==> src/hdl/psc_pkg.sv <==
`timescale 1ns / 1ps
// Package for the power sample conditioner: widths, register map, reset values,
// divider constants and the sequencer state type. No dependencies.
package psc_pkg;

   // configuration port
   localparam int CSR_ADDR_W = 3;
   localparam int CSR_DATA_W = 24;

   typedef enum logic [CSR_ADDR_W-1:0] {
      CSR_CURRENT_GAIN = 3'd0,
      CSR_VOLTAGE_GAIN = 3'd1,
      CSR_FILTER_ALPHA = 3'd2,
      CSR_NOISE_FLOOR  = 3'd3,
      CSR_ZERO_RESET   = 3'd4,
      CSR_PANEL_MIN    = 3'd5,
      CSR_RATED_MV     = 3'd6
   } csr_addr_type;

   // register reset values
   localparam logic signed [23:0] RST_CURRENT_GAIN = 24'sd256;
   localparam logic [17:0]        RST_VOLTAGE_GAIN = 18'd65536;
   localparam logic [15:0]        RST_FILTER_ALPHA = 16'd6554;
   localparam logic [23:0]        RST_NOISE_FLOOR  = 24'd0;
   localparam logic [7:0]         RST_ZERO_RESET   = 8'd5;
   localparam logic [15:0]        RST_PANEL_MIN    = 16'd1000;
   localparam logic [15:0]        RST_RATED_MV     = 16'd6000;

   // shared multiplier
   localparam int MUL_A_W = 33;
   localparam int MUL_B_W = 32;
   localparam int PROD_W  = MUL_A_W + MUL_B_W;

   // power / 1000: estimate with floor(2^40/1000), then fix up by remainder
   localparam int         DIV_CONST  = 1000;
   localparam logic [30:0] DIV_RECIP = 31'd1099511627;

   typedef enum logic [4:0] {
      ST_IDLE,
      ST_BUS,
      ST_CUR,
      ST_XREG,
      ST_SEL,
      ST_DIFF,
      ST_MH,
      ST_ML,
      ST_STEP,
      ST_UPD,
      ST_PWR,
      ST_PMUL,
      ST_QMUL,
      ST_QM,
      ST_REM,
      ST_FIX,
      ST_DONE
   } psc_state_type;

endpackage

==> src/hdl/psc_if.sv <==
`timescale 1ns / 1ps
// Channel interfaces of the power sample conditioner: request, response, CSR write.
// Depends on psc_pkg for the CSR port widths.
interface psc_req_if;
   logic               valid;
   logic               ready;
   logic               read_ok;
   logic [15:0]        raw_bus;
   logic signed [15:0] raw_shunt;
   logic signed [15:0] raw_current;

   modport source (output valid, read_ok, raw_bus, raw_shunt, raw_current, input ready);
   modport sink   (input valid, read_ok, raw_bus, raw_shunt, raw_current, output ready);
endinterface

interface psc_rsp_if;
   logic               valid;
   logic               ready;
   logic               meter_ok;
   logic [15:0]        bus_mv;
   logic signed [15:0] shunt_10uv;
   logic [23:0]        current_ua;
   logic [15:0]        effective_mv;
   logic [30:0]        power_uw;

   modport source (output valid, meter_ok, bus_mv, shunt_10uv, current_ua, effective_mv,
                   power_uw, input ready);
   modport sink   (input valid, meter_ok, bus_mv, shunt_10uv, current_ua, effective_mv,
                   power_uw, output ready);
endinterface

interface psc_csr_if;
   logic                            valid;
   logic                            ready;
   logic [psc_pkg::CSR_ADDR_W-1:0]  addr;
   logic [psc_pkg::CSR_DATA_W-1:0]  data;

   modport source (output valid, addr, data, input ready);
   modport sink   (input valid, addr, data, output ready);
endinterface

==> src/hdl/psc_mul.sv <==
`timescale 1ns / 1ps
// Shared signed multiplier with registered product.
// Depends on psc_pkg for operand widths.
module psc_mul (
   input  logic                                clock,
   input  logic signed [psc_pkg::MUL_A_W-1:0]  op_a,
   input  logic signed [psc_pkg::MUL_B_W-1:0]  op_b,
   output logic signed [psc_pkg::PROD_W-1:0]   prod_ff
);
   import psc_pkg::*;

   logic signed [PROD_W-1:0] prod_in;

   assign prod_in = PROD_W'(op_a) * PROD_W'(op_b);

   always_ff @(posedge clock) begin
      prod_ff <= prod_in;
   end
endmodule

==> src/hdl/power_sample_conditioner.sv <==
`timescale 1ns / 1ps
// Power sample conditioner top level: sequencer, filter state, CSRs, response register.
// Depends on psc_pkg, psc_if (channel interfaces) and psc_mul.
//
// Usage
//   req_ch : one beat per set of raw monitor words (read_ok, bus, shunt, current).
//   rsp_ch : one beat per request: meter_ok, bus_mv, shunt_10uv, filtered current_ua,
//            effective_mv and power_uw. A failed read gives an all-zero beat.
//   csr_ch : register writes, addr = register index, always ready; write only when idle.
// Timing
//   Every multiply goes through one shared 33x32 multiplier under a sequencer, one
//   product per cycle. An item runs through more states when the moving average updates
//   than when the filter loads or clears; a failed read goes straight to the response.
//   req_ch.ready is high only while the sequencer is idle.
// Back pressure
//   The response sits in an output register; a new request is taken while it waits.
//   The sequencer only stalls in its final step if that register is still full.
// Reset
//   Synchronous, active high: CSRs return to their defaults, filter, load flag and zero
//   streak clear, no response is pending.
module power_sample_conditioner (
   input  logic   clock,
   input  logic   reset,
   psc_req_if.sink   req_ch,
   psc_rsp_if.source rsp_ch,
   psc_csr_if.sink   csr_ch
);
   import psc_pkg::*;

   // CSRs
   logic signed [23:0] cur_gain_ff;
   logic [17:0]        volt_gain_ff;
   logic [15:0]        alpha_ff;
   logic [23:0]        noise_ff;
   logic [7:0]         zrc_ff;
   logic [15:0]        panel_min_ff;
   logic [15:0]        rated_ff;

   psc_state_type state_ff, state_in;

   // latched request
   logic               ok_ff, ok_in;
   logic [12:0]        counts_ff, counts_in;
   logic signed [15:0] shunt_ff, shunt_in;
   logic signed [15:0] raw_cur_ff, raw_cur_in;

   // datapath
   logic [15:0]        bus_mv_ff, bus_mv_in;
   logic signed [39:0] x_ff, x_in;
   logic [15:0]        eff_mv_ff, eff_mv_in;
   logic [38:0]        t_ff, t_in;
   logic               neg_ff, neg_in;
   logic [38:0]        mag_ff, mag_in;
   logic [54:0]        acc_ff, acc_in;
   logic [38:0]        step_ff, step_in;
   logic [23:0]        cur_ua_ff, cur_ua_in;
   logic [39:0]        p_ff, p_in;
   logic [30:0]        q_ff, q_in;
   logic [11:0]        rem_ff, rem_in;
   logic [30:0]        power_ff, power_in;

   // filter state (Q8 microamps, never negative)
   logic [38:0]        f_ff, f_in;
   logic               loaded_ff, loaded_in;
   logic [7:0]         streak_ff, streak_in;

   // response register
   logic               rsp_valid_ff, rsp_valid_in;
   logic               rsp_ok_ff, rsp_ok_in;
   logic [15:0]        rsp_bus_ff, rsp_bus_in;
   logic signed [15:0] rsp_shunt_ff, rsp_shunt_in;
   logic [23:0]        rsp_cur_ff, rsp_cur_in;
   logic [15:0]        rsp_eff_ff, rsp_eff_in;
   logic [30:0]        rsp_pwr_ff, rsp_pwr_in;

   // shared multiplier
   logic signed [MUL_A_W-1:0] mul_a;
   logic signed [MUL_B_W-1:0] mul_b;
   logic signed [PROD_W-1:0]  prod_ff;

   // helpers
   logic               req_take;
   logic               rsp_free;
   logic [16:0]        bus_prod_mv;
   logic signed [39:0] x_floor;
   logic signed [39:0] x_clamp;
   logic               x_zero;
   logic [7:0]         streak_next;
   logic [39:0]        diff;
   logic [39:0]        diff_neg;
   logic [54:0]        step_sum;
   logic [38:0]        f_upd;
   logic [23:0]        cur_sat;
   logic [39:0]        rem_full;
   logic [30:0]        q_fix;

   psc_mul u_psc_mul (
      .clock   (clock),
      .op_a    (mul_a),
      .op_b    (mul_b),
      .prod_ff (prod_ff)
   );

   assign req_ch.ready = (state_ff == ST_IDLE);
   assign req_take     = req_ch.valid && req_ch.ready;
   assign csr_ch.ready = 1'b1;
   assign rsp_free     = !rsp_valid_ff || rsp_ch.ready;

   assign rsp_ch.valid        = rsp_valid_ff;
   assign rsp_ch.meter_ok     = rsp_ok_ff;
   assign rsp_ch.bus_mv       = rsp_bus_ff;
   assign rsp_ch.shunt_10uv   = rsp_shunt_ff;
   assign rsp_ch.current_ua   = rsp_cur_ff;
   assign rsp_ch.effective_mv = rsp_eff_ff;
   assign rsp_ch.power_uw     = rsp_pwr_ff;

   // bus: counts*4*gain >> 16, product below 2^33
   assign bus_prod_mv = prod_ff[32:16];

   // noise floor in Q8; anything below reads as zero
   assign x_floor = $signed({8'b0, noise_ff, 8'b0});
   assign x_clamp = (x_ff < x_floor) ? 40'sd0 : x_ff;
   assign x_zero  = x_clamp[39] || (x_clamp == 40'sd0);

   assign streak_next = (streak_ff == 8'hFF) ? streak_ff : streak_ff + 8'd1;

   // filter step: |x - f| * alpha >> 16, split in a 19-bit upper and a 20-bit lower part
   assign diff     = {1'b0, t_ff} - {1'b0, f_ff};
   assign diff_neg = 40'd0 - diff;
   assign step_sum = acc_ff + {19'b0, prod_ff[35:0]};
   assign f_upd    = neg_ff ? (f_ff - step_ff) : (f_ff + step_ff);
   assign cur_sat  = (f_ff[38:32] != 7'd0) ? 24'hFFFFFF : f_ff[31:8];

   // quotient estimate is low by at most two
   assign rem_full = p_ff - prod_ff[39:0];
   assign q_fix    = q_ff + {30'b0, (rem_ff >= 12'(DIV_CONST))}
                          + {30'b0, (rem_ff >= 12'(2 * DIV_CONST))};

   always_comb begin
      state_in     = state_ff;
      ok_in        = ok_ff;
      counts_in    = counts_ff;
      shunt_in     = shunt_ff;
      raw_cur_in   = raw_cur_ff;
      bus_mv_in    = bus_mv_ff;
      x_in         = x_ff;
      eff_mv_in    = eff_mv_ff;
      t_in         = t_ff;
      neg_in       = neg_ff;
      mag_in       = mag_ff;
      acc_in       = acc_ff;
      step_in      = step_ff;
      cur_ua_in    = cur_ua_ff;
      p_in         = p_ff;
      q_in         = q_ff;
      rem_in       = rem_ff;
      power_in     = power_ff;
      f_in         = f_ff;
      loaded_in    = loaded_ff;
      streak_in    = streak_ff;
      rsp_valid_in = rsp_valid_ff && !rsp_ch.ready;
      rsp_ok_in    = rsp_ok_ff;
      rsp_bus_in   = rsp_bus_ff;
      rsp_shunt_in = rsp_shunt_ff;
      rsp_cur_in   = rsp_cur_ff;
      rsp_eff_in   = rsp_eff_ff;
      rsp_pwr_in   = rsp_pwr_ff;
      mul_a        = '0;
      mul_b        = '0;

      unique case (state_ff)
         ST_IDLE: begin
            if (req_take) begin
               ok_in      = req_ch.read_ok;
               counts_in  = req_ch.raw_bus[15:3];
               shunt_in   = req_ch.raw_shunt;
               raw_cur_in = req_ch.raw_current;
               if (req_ch.read_ok) begin
                  state_in = ST_BUS;
               end else begin
                  f_in      = '0;
                  loaded_in = 1'b0;
                  streak_in = '0;
                  state_in  = ST_DONE;
               end
            end
         end
         ST_BUS: begin
            mul_a    = {18'b0, counts_ff, 2'b00};
            mul_b    = {14'b0, volt_gain_ff};
            state_in = ST_CUR;
         end
         ST_CUR: begin
            bus_mv_in = bus_prod_mv[16] ? 16'hFFFF : bus_prod_mv[15:0];
            mul_a     = MUL_A_W'(raw_cur_ff);
            mul_b     = MUL_B_W'(cur_gain_ff);
            state_in  = ST_XREG;
         end
         ST_XREG: begin
            x_in      = prod_ff[39:0];
            eff_mv_in = (bus_mv_ff >= panel_min_ff) ? bus_mv_ff : rated_ff;
            state_in  = ST_SEL;
         end
         ST_SEL: begin
            if (x_zero) begin
               if (streak_next >= zrc_ff) begin
                  // zero streak long enough: drop the filter
                  f_in      = '0;
                  loaded_in = 1'b0;
                  streak_in = '0;
                  state_in  = ST_PWR;
               end else begin
                  streak_in = streak_next;
                  t_in      = '0;
                  if (!loaded_ff) begin
                     f_in      = '0;
                     loaded_in = 1'b1;
                     state_in  = ST_PWR;
                  end else begin
                     state_in = ST_DIFF;
                  end
               end
            end else begin
               streak_in = '0;
               t_in      = x_clamp[38:0];
               if (!loaded_ff) begin
                  f_in      = x_clamp[38:0];
                  loaded_in = 1'b1;
                  state_in  = ST_PWR;
               end else begin
                  state_in = ST_DIFF;
               end
            end
         end
         ST_DIFF: begin
            neg_in   = diff[39];
            mag_in   = diff[39] ? diff_neg[38:0] : diff[38:0];
            state_in = ST_MH;
         end
         ST_MH: begin
            mul_a    = {14'b0, mag_ff[38:20]};
            mul_b    = {16'b0, alpha_ff};
            state_in = ST_ML;
         end
         ST_ML: begin
            acc_in   = {prod_ff[34:0], 20'b0};
            mul_a    = {13'b0, mag_ff[19:0]};
            mul_b    = {16'b0, alpha_ff};
            state_in = ST_STEP;
         end
         ST_STEP: begin
            step_in  = step_sum[54:16];
            state_in = ST_UPD;
         end
         ST_UPD: begin
            f_in     = f_upd;
            state_in = ST_PWR;
         end
         ST_PWR: begin
            cur_ua_in = cur_sat;
            state_in  = ST_PMUL;
         end
         ST_PMUL: begin
            mul_a    = {17'b0, eff_mv_ff};
            mul_b    = {8'b0, cur_ua_ff};
            state_in = ST_QMUL;
         end
         ST_QMUL: begin
            p_in     = prod_ff[39:0];
            mul_a    = {1'b0, prod_ff[39:8]};
            mul_b    = {1'b0, DIV_RECIP};
            state_in = ST_QM;
         end
         ST_QM: begin
            q_in     = prod_ff[62:32];
            mul_a    = {2'b0, prod_ff[62:32]};
            mul_b    = MUL_B_W'(DIV_CONST);
            state_in = ST_REM;
         end
         ST_REM: begin
            rem_in   = rem_full[11:0];
            state_in = ST_FIX;
         end
         ST_FIX: begin
            power_in = q_fix;
            state_in = ST_DONE;
         end
         ST_DONE: begin
            if (rsp_free) begin
               rsp_valid_in = 1'b1;
               rsp_ok_in    = ok_ff;
               rsp_bus_in   = ok_ff ? bus_mv_ff : 16'd0;
               rsp_shunt_in = ok_ff ? shunt_ff : 16'sd0;
               rsp_cur_in   = ok_ff ? cur_ua_ff : 24'd0;
               rsp_eff_in   = ok_ff ? eff_mv_ff : 16'd0;
               rsp_pwr_in   = ok_ff ? power_ff : 31'd0;
               state_in     = ST_IDLE;
            end
         end
         default: begin
            state_in = ST_IDLE;
         end
      endcase
   end

   always_ff @(posedge clock) begin
      if (reset) begin
         state_ff <= ST_IDLE;
      end else begin
         state_ff <= state_in;
      end
   end

   // control state
   always_ff @(posedge clock) begin
      if (reset) begin
         f_ff         <= '0;
         loaded_ff    <= 1'b0;
         streak_ff    <= '0;
         rsp_valid_ff <= 1'b0;
      end else begin
         f_ff         <= f_in;
         loaded_ff    <= loaded_in;
         streak_ff    <= streak_in;
         rsp_valid_ff <= rsp_valid_in;
      end
   end

   // payload, no reset
   always_ff @(posedge clock) begin
      ok_ff        <= ok_in;
      counts_ff    <= counts_in;
      shunt_ff     <= shunt_in;
      raw_cur_ff   <= raw_cur_in;
      bus_mv_ff    <= bus_mv_in;
      x_ff         <= x_in;
      eff_mv_ff    <= eff_mv_in;
      t_ff         <= t_in;
      neg_ff       <= neg_in;
      mag_ff       <= mag_in;
      acc_ff       <= acc_in;
      step_ff      <= step_in;
      cur_ua_ff    <= cur_ua_in;
      p_ff         <= p_in;
      q_ff         <= q_in;
      rem_ff       <= rem_in;
      power_ff     <= power_in;
      rsp_ok_ff    <= rsp_ok_in;
      rsp_bus_ff   <= rsp_bus_in;
      rsp_shunt_ff <= rsp_shunt_in;
      rsp_cur_ff   <= rsp_cur_in;
      rsp_eff_ff   <= rsp_eff_in;
      rsp_pwr_ff   <= rsp_pwr_in;
   end

   // CSR writes; unused addresses are dropped
   always_ff @(posedge clock) begin
      if (reset) begin
         cur_gain_ff  <= RST_CURRENT_GAIN;
         volt_gain_ff <= RST_VOLTAGE_GAIN;
         alpha_ff     <= RST_FILTER_ALPHA;
         noise_ff     <= RST_NOISE_FLOOR;
         zrc_ff       <= RST_ZERO_RESET;
         panel_min_ff <= RST_PANEL_MIN;
         rated_ff     <= RST_RATED_MV;
      end else if (csr_ch.valid && csr_ch.ready) begin
         unique case (csr_ch.addr)
            CSR_CURRENT_GAIN: cur_gain_ff  <= $signed(csr_ch.data[23:0]);
            CSR_VOLTAGE_GAIN: volt_gain_ff <= csr_ch.data[17:0];
            CSR_FILTER_ALPHA: alpha_ff     <= csr_ch.data[15:0];
            CSR_NOISE_FLOOR:  noise_ff     <= csr_ch.data[23:0];
            CSR_ZERO_RESET:   zrc_ff       <= csr_ch.data[7:0];
            CSR_PANEL_MIN:    panel_min_ff <= csr_ch.data[15:0];
            CSR_RATED_MV:     rated_ff     <= csr_ch.data[15:0];
            default: begin
            end
         endcase
      end
   end
endmodule

==> src/flat_wrapper.sv <==
// flat-port wrapper written by rule: the top's interface ports become plain ports
module power_sample_conditioner_flat import psc_pkg::*;
  (clock, reset, req_ch_valid, req_ch_read_ok, req_ch_raw_bus, req_ch_raw_shunt, req_ch_raw_current, req_ch_ready, rsp_ch_valid, rsp_ch_meter_ok, rsp_ch_bus_mv, rsp_ch_shunt_10uv, rsp_ch_current_ua, rsp_ch_effective_mv, rsp_ch_power_uw, rsp_ch_ready, csr_ch_valid, csr_ch_addr, csr_ch_data, csr_ch_ready);
  psc_req_if req_ch_i ();
  psc_rsp_if rsp_ch_i ();
  psc_csr_if csr_ch_i ();
  input  logic clock;
  input  logic reset;
  input wire logic [$bits(req_ch_i.valid)-1:0] req_ch_valid;
  input wire logic [$bits(req_ch_i.read_ok)-1:0] req_ch_read_ok;
  input wire logic [$bits(req_ch_i.raw_bus)-1:0] req_ch_raw_bus;
  input wire logic [$bits(req_ch_i.raw_shunt)-1:0] req_ch_raw_shunt;
  input wire logic [$bits(req_ch_i.raw_current)-1:0] req_ch_raw_current;
  output wire logic [$bits(req_ch_i.ready)-1:0] req_ch_ready;
  output wire logic [$bits(rsp_ch_i.valid)-1:0] rsp_ch_valid;
  output wire logic [$bits(rsp_ch_i.meter_ok)-1:0] rsp_ch_meter_ok;
  output wire logic [$bits(rsp_ch_i.bus_mv)-1:0] rsp_ch_bus_mv;
  output wire logic [$bits(rsp_ch_i.shunt_10uv)-1:0] rsp_ch_shunt_10uv;
  output wire logic [$bits(rsp_ch_i.current_ua)-1:0] rsp_ch_current_ua;
  output wire logic [$bits(rsp_ch_i.effective_mv)-1:0] rsp_ch_effective_mv;
  output wire logic [$bits(rsp_ch_i.power_uw)-1:0] rsp_ch_power_uw;
  input wire logic [$bits(rsp_ch_i.ready)-1:0] rsp_ch_ready;
  input wire logic [$bits(csr_ch_i.valid)-1:0] csr_ch_valid;
  input wire logic [$bits(csr_ch_i.addr)-1:0] csr_ch_addr;
  input wire logic [$bits(csr_ch_i.data)-1:0] csr_ch_data;
  output wire logic [$bits(csr_ch_i.ready)-1:0] csr_ch_ready;
  assign req_ch_i.valid = req_ch_valid;
  assign req_ch_i.read_ok = req_ch_read_ok;
  assign req_ch_i.raw_bus = req_ch_raw_bus;
  assign req_ch_i.raw_shunt = req_ch_raw_shunt;
  assign req_ch_i.raw_current = req_ch_raw_current;
  assign req_ch_ready = req_ch_i.ready;
  assign rsp_ch_valid = rsp_ch_i.valid;
  assign rsp_ch_meter_ok = rsp_ch_i.meter_ok;
  assign rsp_ch_bus_mv = rsp_ch_i.bus_mv;
  assign rsp_ch_shunt_10uv = rsp_ch_i.shunt_10uv;
  assign rsp_ch_current_ua = rsp_ch_i.current_ua;
  assign rsp_ch_effective_mv = rsp_ch_i.effective_mv;
  assign rsp_ch_power_uw = rsp_ch_i.power_uw;
  assign rsp_ch_i.ready = rsp_ch_ready;
  assign csr_ch_i.valid = csr_ch_valid;
  assign csr_ch_i.addr = csr_ch_addr;
  assign csr_ch_i.data = csr_ch_data;
  assign csr_ch_ready = csr_ch_i.ready;
  power_sample_conditioner u_core (.clock(clock), .reset(reset), .req_ch(req_ch_i), .rsp_ch(rsp_ch_i), .csr_ch(csr_ch_i));
endmodule
==> config.mk <==
export PLATFORM = sky130hd
export DESIGN_NAME = power_sample_conditioner_flat
export DESIGN_NICKNAME = d
export VERILOG_FILES = /design/src/hdl/psc_pkg.sv /design/src/hdl/psc_if.sv /design/src/hdl/psc_mul.sv /design/src/hdl/power_sample_conditioner.sv /design/src/flat_wrapper.sv
export SDC_FILE = /design/constraint.sdc
export NUM_CORES = 2
export LEC_CHECK = 0
export BUFFER_PORTS_ARGS = -buffer_cell sky130_fd_sc_hd__buf_2
export CAP_MARGIN = 25
export CORE_MARGIN = 1.5
export CORE_UTILIZATION = 35
export CTS_CLUSTER_DIAMETER = 40
export DETAILED_ROUTE_END_ITERATION = 10
export SYNTH_ARGS = -nofsm -noshare
export SYNTH_HDL_FRONTEND = slang
export SYNTH_SLANG_ARGS = --single-unit
export TNS_END_PERCENT = 50
==> constraint.sdc <==
create_clock -name clock -period 9.4 [get_ports clock]
set_input_delay 1.88 -clock clock [delete_from_list [all_inputs] [get_ports clock]]
set_output_delay 1.88 -clock clock [all_outputs]
set_load 0.03 [all_outputs]
==> results_dict.tcl <==
set metrics [dict create \
    tritoncts "done" \
    cts_inserted_buffers 92 \
    final_net_count 9305 \
    seq_power_share_pct 39.4 \
    grt_max_degree 95 \
    timing.max_slew.rel_slack_pct 31.3 \
    routed_via_density 5.11 \
    worst-setup-path-type "register to register" \
    clock_latency_at_the_later_pin_of_the_worst_skew_pair_ps 710 \
    end_kind "register" \
    worst_slew_pin_slew_ps 1020 \
    rr_startpoint "u_core.state_ff[0]" \
    fp.dieArea_um2 202000 \
    cts-root-to-sink-buffers 3 \
    netlist_top_cells_count "inv_1 (1,390), fa_1 (1,093), nand2_1 (693)" \
    power.leakage_nw 37.5 \
    rrSetupSlack_ps -40 \
    drc 0 \
    tns_ps -61.0 \
    initial_core_utilization_pct 35.3 \
    detailedRoute.firstIterationViolations 4543 \
    numClockSinks 721 \
    synth_largest_area_cell "fa_1" \
    grt_antenna_before_repair 17 \
    power_density_nw_per_um2 111 \
    postSynthCellCount 7028 \
    final_standard_cell_count_with_taps_included_and_fillers_excluded 10500 \
    cp_data_required_time_ps 10020 \
    ctsHoldBuffers 0 \
    firstDrtPassIters 5 \
    switchingPower_mw 3.00 \
    hpwl_um 205000 \
    cts_root_buffer "clkbuf_16" \
    wire_length_of_the_first_global_routing_pass_um 366000 \
    power.share.switching_pct 32.1 \
    port_buffers 183 \
    period_share_pct 100 \
    total_wire_length_after_detailed_routing_um 250000 \
    drt.antenna.violating_nets 0 \
    syn2layout_area_growth_pct 20.8 \
    share_of_final_layout_standard_cells_stronger_than_drive_strength_1_pct 18.3 \
    netlist_area_um2 69700 \
    timing.final.hold_violations 0 \
    ys_async_sr_fraction_pct 0 \
    floorplan.die.height_um 449 \
    design.portCount 188 \
    finalInstanceArea_um2 84300 \
    place.detailed.instances 10300 \
    clock_skew_after_layout_ps 49.2 \
    synth_edf_count 482 \
    cell_area_reported_after_detailed_placement_um2 79100 \
    fmax_mhz 106 \
    detailroute.via_count 53800 \
    grt_remaining_overflow 0 \
    worst_path_dominant_cell_family "adder cells" \
    grt_setup_unrepaired "true" \
    ys.flop_type "edfxtp_1" \
    worstRegToRegCells 38 \
    crit_buf_inv 13 \
    clk_pin_slew_worst_paths_ps 70 \
    violated_checks "negative setup slack" \
    postSynthNetCount 8542 \
    cp_common_cell "fa_1" \
    critical_path.startpoint_type "register" \
    crit_fanout 7 \
    period_minus_slack_ps 9440 \
    clock_power_share_pct 38.7 \
    post_synth.cell_area_avg_um2 9.92 \
    internal-power_mw 6.34 \
    die_width_um 449 \
    timing.final.ws_setup_ps -43.1 \
    area_of_the_core_um2 198000 \
    cts-htree-levels 3 \
    timing.critical_path.slowest_stage_cell "fa_1" \
    report.final.slew_viol_count 0 \
    synth_area_leaders "fa_1 (31%), edfxtp_1 (21%), inv_1 (7.5%)" \
    most_used_standard_cell_by_instance_count_after_synthesis "inv_1" \
    post-synth-top-area-fraction_pct 31.4 \
    gr-usage-all-layers_pct 24.6 \
    max_stage_delay_ps 570 \
    ir_drop_mv 0.139 \
    route.detailed.wl_per_inst_um 23.7 \
    rows 163 \
    drv_cap 0 \
    routabilityCongestion 0.997 \
    regToRegEndpoint "u_core.u_psc_mul.prod_ff[58]" \
    final_core_util_pct 42.6 \
    worstSetupPathDepth 38 \
    grt_pass1_vias 55700 \
    critPathArrivalTime_ps 10070 \
    hold-path-endpoint "u_core.panel_min_ff[2]" \
    hold_class "register to register" \
    yosys_cell_types 105 \
    worst_hold_startpoint "u_core.panel_min_ff[2]" \
    setup-violations-final 2 \
    ys_seq_area_share_pct 27.6 \
    ys_seq_elements 721 \
    hold_path_depth 2 \
    ys_warn_count 0 \
    power_frac_comb_pct 21.9 \
    status "finished, violations left" \
]
## power groups by stage
stage	registers, mW	logic, mW	clock network [mW]
floorplan	3.75	0.948	0
global placement	3.74	1.88	0
detailed placement	3.74	1.89	0
CTS	3.68	1.95	3.66
finish	3.68	2.05	3.61
global route	3.68	2.15	3.79
## cells by family after synthesis
family          share of synthesized area [%]
simple gates                             13.3
fa+ha+maj                                37.5
flops                                    27.6
other cells                           0.00538
compound gates                           8.39
xor+xnor                                 3.60
buf+inv                                  8.97
mux                                     0.608
## state kept, by name (all words and copies together) (netlist names), 24 cells and up
signal and cells:
u_core.noise_ff 24, u_core.step_ff 39, u_core.rsp_ch.power_uw 31, u_core.f_ff 39
u_core.x_ff 40, u_core.power_ff 31, u_core.cur_ua_ff 24, u_core.rsp_ch.current_ua 24
u_core.t_ff 39, u_core.u_psc_mul.prod_ff 63, u_core.mag_ff 39, u_core.cur_gain_ff 24
u_core.q_ff 31, u_core.acc_ff 35
## repair_timing
action,4_1_cts,5_1_grt
endpoints found under the hold margin,0,0
setup buffers,27,45
pin swaps,22,113
cloned,1,1
endpoints found under the setup margin,20,21
gates resized for setup,85,172
## metal layers
metal | vias to the layer above | global-route usage [%] | share of wire (%)
met5 | - | 0 | 0.023
met4 | 8 | 16.1 | 7.7
met3 | 559 | 2.79 | 6.0
met2 | 2022 | 41.3 | 48
met1 | 27400 | 29.9 | 38
li1 | 23800 | - | -
## tightest hold or removal path, cell delays in order, from the launching register on
cell	delay (ps)
dfxtp_1	310
nand2_1	50
a21oi_1	50
## metrics by stage
step	hold WS (ps)	setup slack [ps]	total power, mW
detailed placement	446	-752	5.63
global placement	441	-878	5.62
global route	471	-278	9.62
finish	454	-43.1	9.34
CTS	455	-18.0	9.29
floorplan	408	9.06	4.70
## how the worst max path moves through the flow
stage,to,slack [ps],from
final,u_core.u_psc_mul.prod_ff[58],-40,u_core.state_ff[0]
after CTS,u_core.u_psc_mul.prod_ff[58],-20,u_core.state_ff[2]
after detailed placement,u_core.u_psc_mul.prod_ff[58],-750,u_core.state_ff[0]
after global routing,u_core.u_psc_mul.prod_ff[58],-280,u_core.state_ff[0]
after floorplan,u_core.u_psc_mul.prod_ff[58],9,u_core.state_ff[2]
after global placement,u_core.u_psc_mul.prod_ff[58],-880,u_core.state_ff[0]
## final cells by class
type / count / area (um2)
fill: 19000 / 113000
multi-input combinational: 4649 / 45500
sequential: 721 / 19300
timing repair buffer: 935 / 7710
inverter: 1392 / 5230
tap: 2640 / 3300
clock buffer: 114 / 2510
clock inverter: 60 / 696
antenna: 14 / 35.0
## cells in the final DEF (no fill, tap or decap), types with 96 or more instances in the layout
cell       instances
dfxtp_1          234
nand2_1          683
buf_2            182
xnor2_1          196
a21oi_1          255
ha_1             328
and2_1           161
o21ai_0          106
inv_1           1382
clkbuf_16         96
fa_1            1061
buf_4            645
edfxtp_1         482
nor2_1           647
Note: power is estimated with default switching activity, not from simulation.
